### config.mk
export PLATFORM = sky130hd
export DESIGN_NAME = wildcard_byte_signature_scan_top_flat
export DESIGN_NICKNAME = d
export VERILOG_FILES = /design/src/hw/rtl/wbss_pkg.sv /design/src/hw/rtl/wbss_if.sv /design/src/hw/rtl/wbss_match.sv /design/src/hw/rtl/wildcard_byte_signature_scan_top.sv /design/src/flat_wrapper.sv
export SDC_FILE = /design/constraint.sdc
export NUM_CORES = 1
export LEC_CHECK = 0
export ABC_CLOCK_PERIOD_IN_PS = 11600
export BUFFER_PORTS_ARGS = -buffer_cell sky130_fd_sc_hd__clkbuf_2
export CORE_AREA = 2 2 321 323
export DETAILED_ROUTE_END_ITERATION = 16
export DIE_AREA = 0 0 323 325
export PLACE_DENSITY = 0.5
export SYNTH_ARGS = -nofsm -noshare
export SYNTH_HDL_FRONTEND = slang
export SYNTH_HIERARCHICAL = 1
export SYNTH_SLANG_ARGS = --single-unit
### constraint.sdc
create_clock -name clock -period 11.6 [get_ports clock]
set_input_delay 2.32 -clock clock [delete_from_list [all_inputs] [get_ports clock]]
set_output_delay 2.32 -clock clock [all_outputs]
set_load 0.02 [all_outputs]
### src/hw/rtl/wbss_pkg.sv
// Shared constants and types for the wildcard byte signature scanner.
package wbss_pkg;

   localparam int unsigned DEFAULT_MAX_PATTERN_BYTES = 16;
   localparam int unsigned PATTERN_BYTES_CAP         = 16;

   localparam int unsigned BYTE_W    = 8;
   localparam int unsigned ADDR_W    = 64;
   localparam int unsigned CSR_W     = 64;
   localparam int unsigned CSR_IDX_W = 2;
   localparam int unsigned LEN_W     = 5;
   localparam int unsigned PATTERN_W = PATTERN_BYTES_CAP * BYTE_W;

   localparam logic [BYTE_W-1:0] WILDCARD_BYTE = 8'hFF;

   typedef enum logic [CSR_IDX_W-1:0] {
      CSR_PATTERN_LOW    = 2'd0,
      CSR_PATTERN_HIGH   = 2'd1,
      CSR_PATTERN_LENGTH = 2'd2,
      CSR_BASE_ADDRESS   = 2'd3
   } csr_index_type;

endpackage

### src/hw/rtl/wbss_if.sv
// Valid/ready stream interfaces for the scanner's byte and result channels.
interface wbss_req_if;
   logic                          valid;
   logic                          ready;
   logic [wbss_pkg::BYTE_W-1:0]   data_byte;
   logic                          start_scan;

   modport source (output valid, output data_byte, output start_scan, input ready);
   modport sink   (input valid, input data_byte, input start_scan, output ready);
endinterface

interface wbss_rsp_if;
   logic                          valid;
   logic                          ready;
   logic [wbss_pkg::ADDR_W-1:0]   match_address;

   modport source (output valid, output match_address, input ready);
   modport sink   (input valid, input match_address, output ready);
endinterface

### src/hw/rtl/wbss_match.sv
// Parallel wildcard compare of the byte window against the pattern.
module wbss_match #(
   parameter int unsigned MAX_PATTERN_BYTES = wbss_pkg::DEFAULT_MAX_PATTERN_BYTES
) (
   input  logic [MAX_PATTERN_BYTES-1:0][wbss_pkg::BYTE_W-1:0] window,
   input  logic [wbss_pkg::PATTERN_W-1:0]                     pattern,
   input  logic [wbss_pkg::LEN_W-1:0]                         length,
   output logic                                               hit
);

   localparam int unsigned IDX_W = (MAX_PATTERN_BYTES > 1) ? $clog2(MAX_PATTERN_BYTES) : 1;

   logic [MAX_PATTERN_BYTES-1:0] byte_ok;

   always_comb begin
      logic [wbss_pkg::LEN_W-1:0]  tap;
      logic [wbss_pkg::BYTE_W-1:0] pat;
      logic [wbss_pkg::BYTE_W-1:0] win;
      for (int i = 0; i < MAX_PATTERN_BYTES; i++) begin
         // pattern byte i lines up with the window entry length-1-i back
         tap = length - wbss_pkg::LEN_W'(1) - wbss_pkg::LEN_W'(i);
         pat = pattern[i*wbss_pkg::BYTE_W +: wbss_pkg::BYTE_W];
         win = window[tap[IDX_W-1:0]];
         if (wbss_pkg::LEN_W'(i) >= length) begin
            byte_ok[i] = 1'b1;
         end else begin
            byte_ok[i] = (pat == wbss_pkg::WILDCARD_BYTE) || (pat == win);
         end
      end
   end

   assign hit = &byte_ok;

endmodule

### src/hw/rtl/wildcard_byte_signature_scan_top.sv
// Top level of the wildcard byte signature scanner.
// Takes one byte per cycle: req_bus.ready stays high unless a match address is waiting
// in the result register and rsp_bus.ready is low. Each accepted byte shifts into a
// window of MAX_PATTERN_BYTES entries, and the whole window is compared against the
// configured pattern (0xFF bytes are wildcards) in the same cycle, so a match address
// appears on rsp_bus in the cycle after the byte that completes it. Matches never overlap;
// the address is base_address plus the offset of the match's first byte, wrapping at
// 2^64. start_scan restarts the offset and the overlap tracking at that byte. Write
// registers through csr_* only while no byte is in flight.
module wildcard_byte_signature_scan_top #(
   parameter int unsigned MAX_PATTERN_BYTES = wbss_pkg::DEFAULT_MAX_PATTERN_BYTES
) (
   input  logic                             clock,
   input  logic                             reset,
   input  logic                             csr_we,
   input  logic [wbss_pkg::CSR_IDX_W-1:0]   csr_index,
   input  logic [wbss_pkg::CSR_W-1:0]       csr_data,
   wbss_req_if.sink                         req_bus,
   wbss_rsp_if.source                       rsp_bus
);

   localparam int unsigned CNT_W = $clog2(MAX_PATTERN_BYTES + 1);

   logic [wbss_pkg::CSR_W-1:0]   pattern_low_ff;
   logic [wbss_pkg::CSR_W-1:0]   pattern_high_ff;
   logic [wbss_pkg::LEN_W-1:0]   pattern_length_ff;
   logic [wbss_pkg::ADDR_W-1:0]  base_address_ff;

   logic [MAX_PATTERN_BYTES-1:0][wbss_pkg::BYTE_W-1:0] window_ff, window_in;
   logic [wbss_pkg::ADDR_W-1:0]  position_ff, position_in, position_cur;
   logic [CNT_W-1:0]             since_ff, since_in, since_cur;
   logic                         rsp_valid_ff, rsp_valid_in;
   logic [wbss_pkg::ADDR_W-1:0]  rsp_addr_ff, rsp_addr_in;

   logic                         accept;
   logic                         cmp_hit;
   logic                         hit;
   logic [wbss_pkg::LEN_W-1:0]   length_eff;

   // configuration registers
   always_ff @(posedge clock) begin
      if (reset) begin
         pattern_low_ff    <= '0;
         pattern_high_ff   <= '0;
         pattern_length_ff <= wbss_pkg::LEN_W'(1);
         base_address_ff   <= '0;
      end else if (csr_we) begin
         unique case (wbss_pkg::csr_index_type'(csr_index))
            wbss_pkg::CSR_PATTERN_LOW:    pattern_low_ff    <= csr_data;
            wbss_pkg::CSR_PATTERN_HIGH:   pattern_high_ff   <= csr_data;
            wbss_pkg::CSR_PATTERN_LENGTH: pattern_length_ff <= csr_data[wbss_pkg::LEN_W-1:0];
            wbss_pkg::CSR_BASE_ADDRESS:   base_address_ff   <= csr_data;
            default: ;
         endcase
      end
   end

   // clamp length into 1..MAX_PATTERN_BYTES
   always_comb begin
      if (pattern_length_ff == '0) begin
         length_eff = wbss_pkg::LEN_W'(1);
      end else if (pattern_length_ff > wbss_pkg::LEN_W'(MAX_PATTERN_BYTES)) begin
         length_eff = wbss_pkg::LEN_W'(MAX_PATTERN_BYTES);
      end else begin
         length_eff = pattern_length_ff;
      end
   end

   assign req_bus.ready = !rsp_valid_ff || rsp_bus.ready;
   assign accept        = req_bus.valid && req_bus.ready;

   // window entries older than the scan start are never used: the since counter
   // keeps a match from reaching past them, so start needs no window clear
   always_comb begin
      window_in[0] = req_bus.data_byte;
      for (int k = 1; k < MAX_PATTERN_BYTES; k++) begin
         window_in[k] = window_ff[k-1];
      end
   end

   always_comb begin
      position_cur = req_bus.start_scan ? '0 : position_ff;
      since_cur    = req_bus.start_scan ? '0 : since_ff;
      if (since_cur < CNT_W'(MAX_PATTERN_BYTES)) begin
         since_cur = since_cur + CNT_W'(1);
      end
   end

   wbss_match #(
      .MAX_PATTERN_BYTES (MAX_PATTERN_BYTES)
   ) u_match (
      .window  (window_in),
      .pattern ({pattern_high_ff, pattern_low_ff}),
      .length  (length_eff),
      .hit     (cmp_hit)
   );

   assign hit = cmp_hit && (wbss_pkg::LEN_W'(since_cur) >= length_eff);

   always_comb begin
      position_in  = position_ff;
      since_in     = since_ff;
      rsp_addr_in  = rsp_addr_ff;
      rsp_valid_in = rsp_valid_ff && !rsp_bus.ready;
      if (accept) begin
         position_in = position_cur + wbss_pkg::ADDR_W'(1);
         since_in    = hit ? '0 : since_cur;
         if (hit) begin
            rsp_valid_in = 1'b1;
            rsp_addr_in  = base_address_ff + position_cur
                         - wbss_pkg::ADDR_W'(length_eff - wbss_pkg::LEN_W'(1));
         end
      end
   end

   always_ff @(posedge clock) begin
      if (reset) begin
         position_ff  <= '0;
         since_ff     <= '0;
         rsp_valid_ff <= 1'b0;
      end else begin
         position_ff  <= position_in;
         since_ff     <= since_in;
         rsp_valid_ff <= rsp_valid_in;
      end
   end

   // payload: no reset
   always_ff @(posedge clock) begin
      if (accept) begin
         window_ff <= window_in;
      end
      rsp_addr_ff <= rsp_addr_in;
   end

   assign rsp_bus.valid         = rsp_valid_ff;
   assign rsp_bus.match_address = rsp_addr_ff;

endmodule
### src/flat_wrapper.sv
// flat-port wrapper written by rule: the top's interface ports become plain ports
module wildcard_byte_signature_scan_top_flat 
#(
   parameter int unsigned MAX_PATTERN_BYTES = wbss_pkg::DEFAULT_MAX_PATTERN_BYTES
)
  (clock, reset, csr_we, csr_index, csr_data, req_bus_valid, req_bus_data_byte, req_bus_start_scan, req_bus_ready, rsp_bus_valid, rsp_bus_match_address, rsp_bus_ready);
  wbss_req_if req_bus_i ();
  wbss_rsp_if rsp_bus_i ();
  input  logic clock;
  input  logic reset;
  input  logic csr_we;
  input  logic [wbss_pkg::CSR_IDX_W-1:0] csr_index;
  input  logic [wbss_pkg::CSR_W-1:0] csr_data;
  input wire logic [$bits(req_bus_i.valid)-1:0] req_bus_valid;
  input wire logic [$bits(req_bus_i.data_byte)-1:0] req_bus_data_byte;
  input wire logic [$bits(req_bus_i.start_scan)-1:0] req_bus_start_scan;
  output wire logic [$bits(req_bus_i.ready)-1:0] req_bus_ready;
  output wire logic [$bits(rsp_bus_i.valid)-1:0] rsp_bus_valid;
  output wire logic [$bits(rsp_bus_i.match_address)-1:0] rsp_bus_match_address;
  input wire logic [$bits(rsp_bus_i.ready)-1:0] rsp_bus_ready;
  assign req_bus_i.valid = req_bus_valid;
  assign req_bus_i.data_byte = req_bus_data_byte;
  assign req_bus_i.start_scan = req_bus_start_scan;
  assign req_bus_ready = req_bus_i.ready;
  assign rsp_bus_valid = rsp_bus_i.valid;
  assign rsp_bus_match_address = rsp_bus_i.match_address;
  assign rsp_bus_i.ready = rsp_bus_ready;
  wildcard_byte_signature_scan_top #(.MAX_PATTERN_BYTES(MAX_PATTERN_BYTES)) u_core (.clock(clock), .reset(reset), .csr_we(csr_we), .csr_index(csr_index), .csr_data(csr_data), .req_bus(req_bus_i), .rsp_bus(rsp_bus_i));
endmodule
==> results by group <==
Routing
  – Vias per cell: approximately 5.0
  – Drt first-iter violations: around 2,200
  – First-pass DRT Iterations: 6
  – Vias: about 25,000
  – Wire per inst: 20.5 µm
  – Residual DRC: 0
  – Total wire length: 100,000 µm
  – ANT nets after route: 0

STA
  – WHS: ~450 ps
  – Fin crit share: between 60% and 70%
  – Slew Limit Fails: 0
  – Final Critical Period: a little under 8000 ps
  – Final setup viols: 0
  – Clock Skew: 22.8 ps
  – Final hold violation count: 0
  – RSZ-0062 raised after global routing: false
  – Final setup TNS: 0 ps
  – Relative slew slack: 16.6%
  – Slew of the pin with the lowest slew margin: approximately 1200 ps
  – Fmax: approximately 130 MHz

Yosys
  – Ys async rst share: 0%
  – Seq/Total Area, Yosys: a little over a third
  – Main combinational cell family by area after synthesis: simple AND/OR/NAND/NOR gates
  – Prevailing post-synth register cell: dfxtp_1
  – Adder-Cell Fraction of Synth Area: 7.18%
  – Mux share of post-synthesis cell area: 14.7%
  – Yosys warnings: 6
  – Synth Area per Inst: 9.00 µm²
  – Yosys top cell area share: 18.2%
  – Area share of and/or/nand/nor cells after synthesis: between 10% and 20%
  – Synth Instances: around 3,400
  – Post-synthesis xor/xnor area fraction: 7.81%
  – Synth top area cells: edfxtp_1 18%, dfxtp_1 18%, mux2i_1 8.6%
  – Compound-cell area share of the yosys netlist: a little under an eighth
  – Synth unique cells: 96
  – Post-synth EDFFs: approximately 180
  – Synthesized flop and latch total: roughly 450
  – Synth Cell Area: about 30,000 µm²
  – Largest area contributor in the netlist: edfxtp_1

Global route
  – Antenna violations before repair: 25
  – Largest net degree at the start of global routing: 97
  – First-pass GRT wire length: about 150,000 µm
  – Vias in the first global route: 23,700
  – Gr usage total: 18.7%
  – GRT overflow: 0

Layout
  – Fraction of layout cells with a size suffix above 1: between 10% and 20%
  – Design Area, Final: 34,100 µm²
  – Final nets: approximately 3,700
  – Commonest non-fill, non-tap cell in the layout: nand2_1
  – Area grow syn2layout: 12.5%
  – Commonest cells after routing, fill and taps aside: 627 x nand2_1, 304 x a21oi_1, 267 x dfxtp_1, 260 x mux2i_1, 214 x inv_1

Floorplanning
  – Die width: 323 µm
  – Die footprint: about 100,000 µm²
  – Cell Rows: roughly 120
  – Core footprint: a little over 100,000 µm²
  – Die Height: around 330 µm
  – Ports: 146
  – Initial Utilization: 29.9%

Clock network
  – Post-CTS Setup Bufs: 0
  – Max clock buf depth: 3
  – Hold-fix buffers, CTS: 0
  – Post-CTS Resized: 0
  – TritonCTS clock tree: built
  – Worst-Skew Late Latency: roughly 620 ps
  – CTS root buf: clkbuf_16
  – H-tree levels: 2
  – Reg clk slew, reported paths: about 60 ps
  – Inserted Clock Buffers: between 50 and 60
  – # clock sinks: between 400 and 500

Job
  – Max Cap Violations: 0

Placement
  – DP Area: 32,400 µm²
  – GPL Wtd Cong: approximately 1.0
  – Port Buffer Count: roughly 150
  – DP Wirelength: between 70,000 and 80,000 µm

Critical path
  – CP peak stage delay: 790 ps
  – Startpoint Class: flip-flop
  – Setup crit end kind: flip-flop
  – Worst Path Arrival: 8360 ps
  – Critical Path Fanout Max: 66
  – Worst path required time: 12,110 ps
  – CP cell instances: inv_1 -> o21ai_1 -> inv_2 -> inv_4 -> ha_4 -> buf_4 -> mux2_2 -> o21ai_0 -> mux2i_1 -> mux2i_1 -> xnor2_1 -> nor4_1 -> a211oi_1 -> nor4_1 -> and4_1 -> nand2_1 -> nor2_4 -> buf_4 -> or2_2 -> a211oi_1
  – Critical path class: flip-flop to flip-flop
  – Slowest cell on crit path: ha_4

Pwr
  – Worst VDD drop: ~100 µV
  – Total Power: ~4.4 mW
  – Power Density: 128 nW/µm²
  – Pleak: about 14 nW

Min path
  – Min-Delay Path Class: flip-flop to flip-flop

Status
  – Outcome: finished clean
-- final timing paths --
kind,startpoint,endpoint,slack (ps),depth (start not counted)
worst max-delay path,u_core/pattern_length_ff[4]$_SDFFE_PP0P_,u_core/since_ff[0]$_SDFFE_PP0P_,3750,20
worst min-delay path,u_core/base_address_ff[52]$_SDFFE_PP0P_,u_core/base_address_ff[52]$_SDFFE_PP0P_,450,2
worst max register to register,u_core/pattern_length_ff[4]$_SDFFE_PP0P_,u_core/since_ff[0]$_SDFFE_PP0P_,3750,20
worst min register to register,u_core/base_address_ff[52]$_SDFFE_PP0P_,u_core/base_address_ff[52]$_SDFFE_PP0P_,450,2
-- final cells by class --
type                       count  area (µm²)
timing repair buffer         176         967
antenna                       10        25.0
sequential                   451       10900
clock inverter                31         224
tap                         1368        1710
multi-input combinational   2566       18000
fill                       10700       67200
inverter                     218         823
clock buffer                  66        1440
-- through the flow --
| step | instances | setup slack (ps) | utilization (%) |
|---|---|---|---|
| detailed placement | 4779 | 3830 | 32.0 |
| finish | 4886 | 3750 | 33.7 |
| global placement | 4779 | 3920 | 32.0 |
| CTS | 4876 | 3830 | 33.6 |
| global route | 4882 | 3220 | 33.7 |
| floorplan | 3424 | 1570 | - |
-- logic make-up after synthesis --
logic type,count (synthesis)
flops,451
simple gates,1131
other cells,2
mux,379
fa+ha+maj,136
xor+xnor,254
buf+inv,407
compound gates,607
-- synth_stat cells, drive strengths merged (74+ instances only) --
cell type  count
mux2i        260
a21oi        306
o21ai        105
inv          218
mux2          74
clkbuf       130
dfxtp        267
xor2         106
xnor2        148
nor2         170
nand2        629
edfxtp       184
-- metal layers --
layer / wire length, µm / vias up / track usage, %
li1: - / 11800 / -
met1: 43800 / 11900 / 24.5
met2: 44700 / 690 / 29.3
met3: 8760 / 152 / 6.10
met4: 2640 / 30 / 5.19
met5: 195 / - / 0
-- critical path: cells and delay by family, from the launching register on --
kind	cells	cell delay, ps
buffers and inverters	5	2410
and+or+nand+nor	6	1630
AOI/OAI and AO/OA	4	1080
muxes	3	910
adders and majority gates	1	790
DFF	1	710
xor gates and xnor gates	1	80
-- state kept, by name (all words and copies together) (netlist names) --
signal	cells
u_core/pattern_length_ff	5
u_core/pattern_low_ff	64
u_core/base_address_ff	64
u_core/rsp_bus.match_address	64
u_core/pattern_high_ff	64
u_core/window_ff	120
u_core/since_ff	5
u_core/position_ff	64
u_core/rsp_bus.valid	1
-- where the power goes --
group | total, mW | internal (mW) | switching, mW
registers | 1.76 | 1.71 | 0.0501
clock network | 1.62 | 0.920 | 0.700
logic | 0.983 | 0.377 | 0.606
total | 4.37 | 3.01 | 1.36
(Power assumes the default switching activity.)
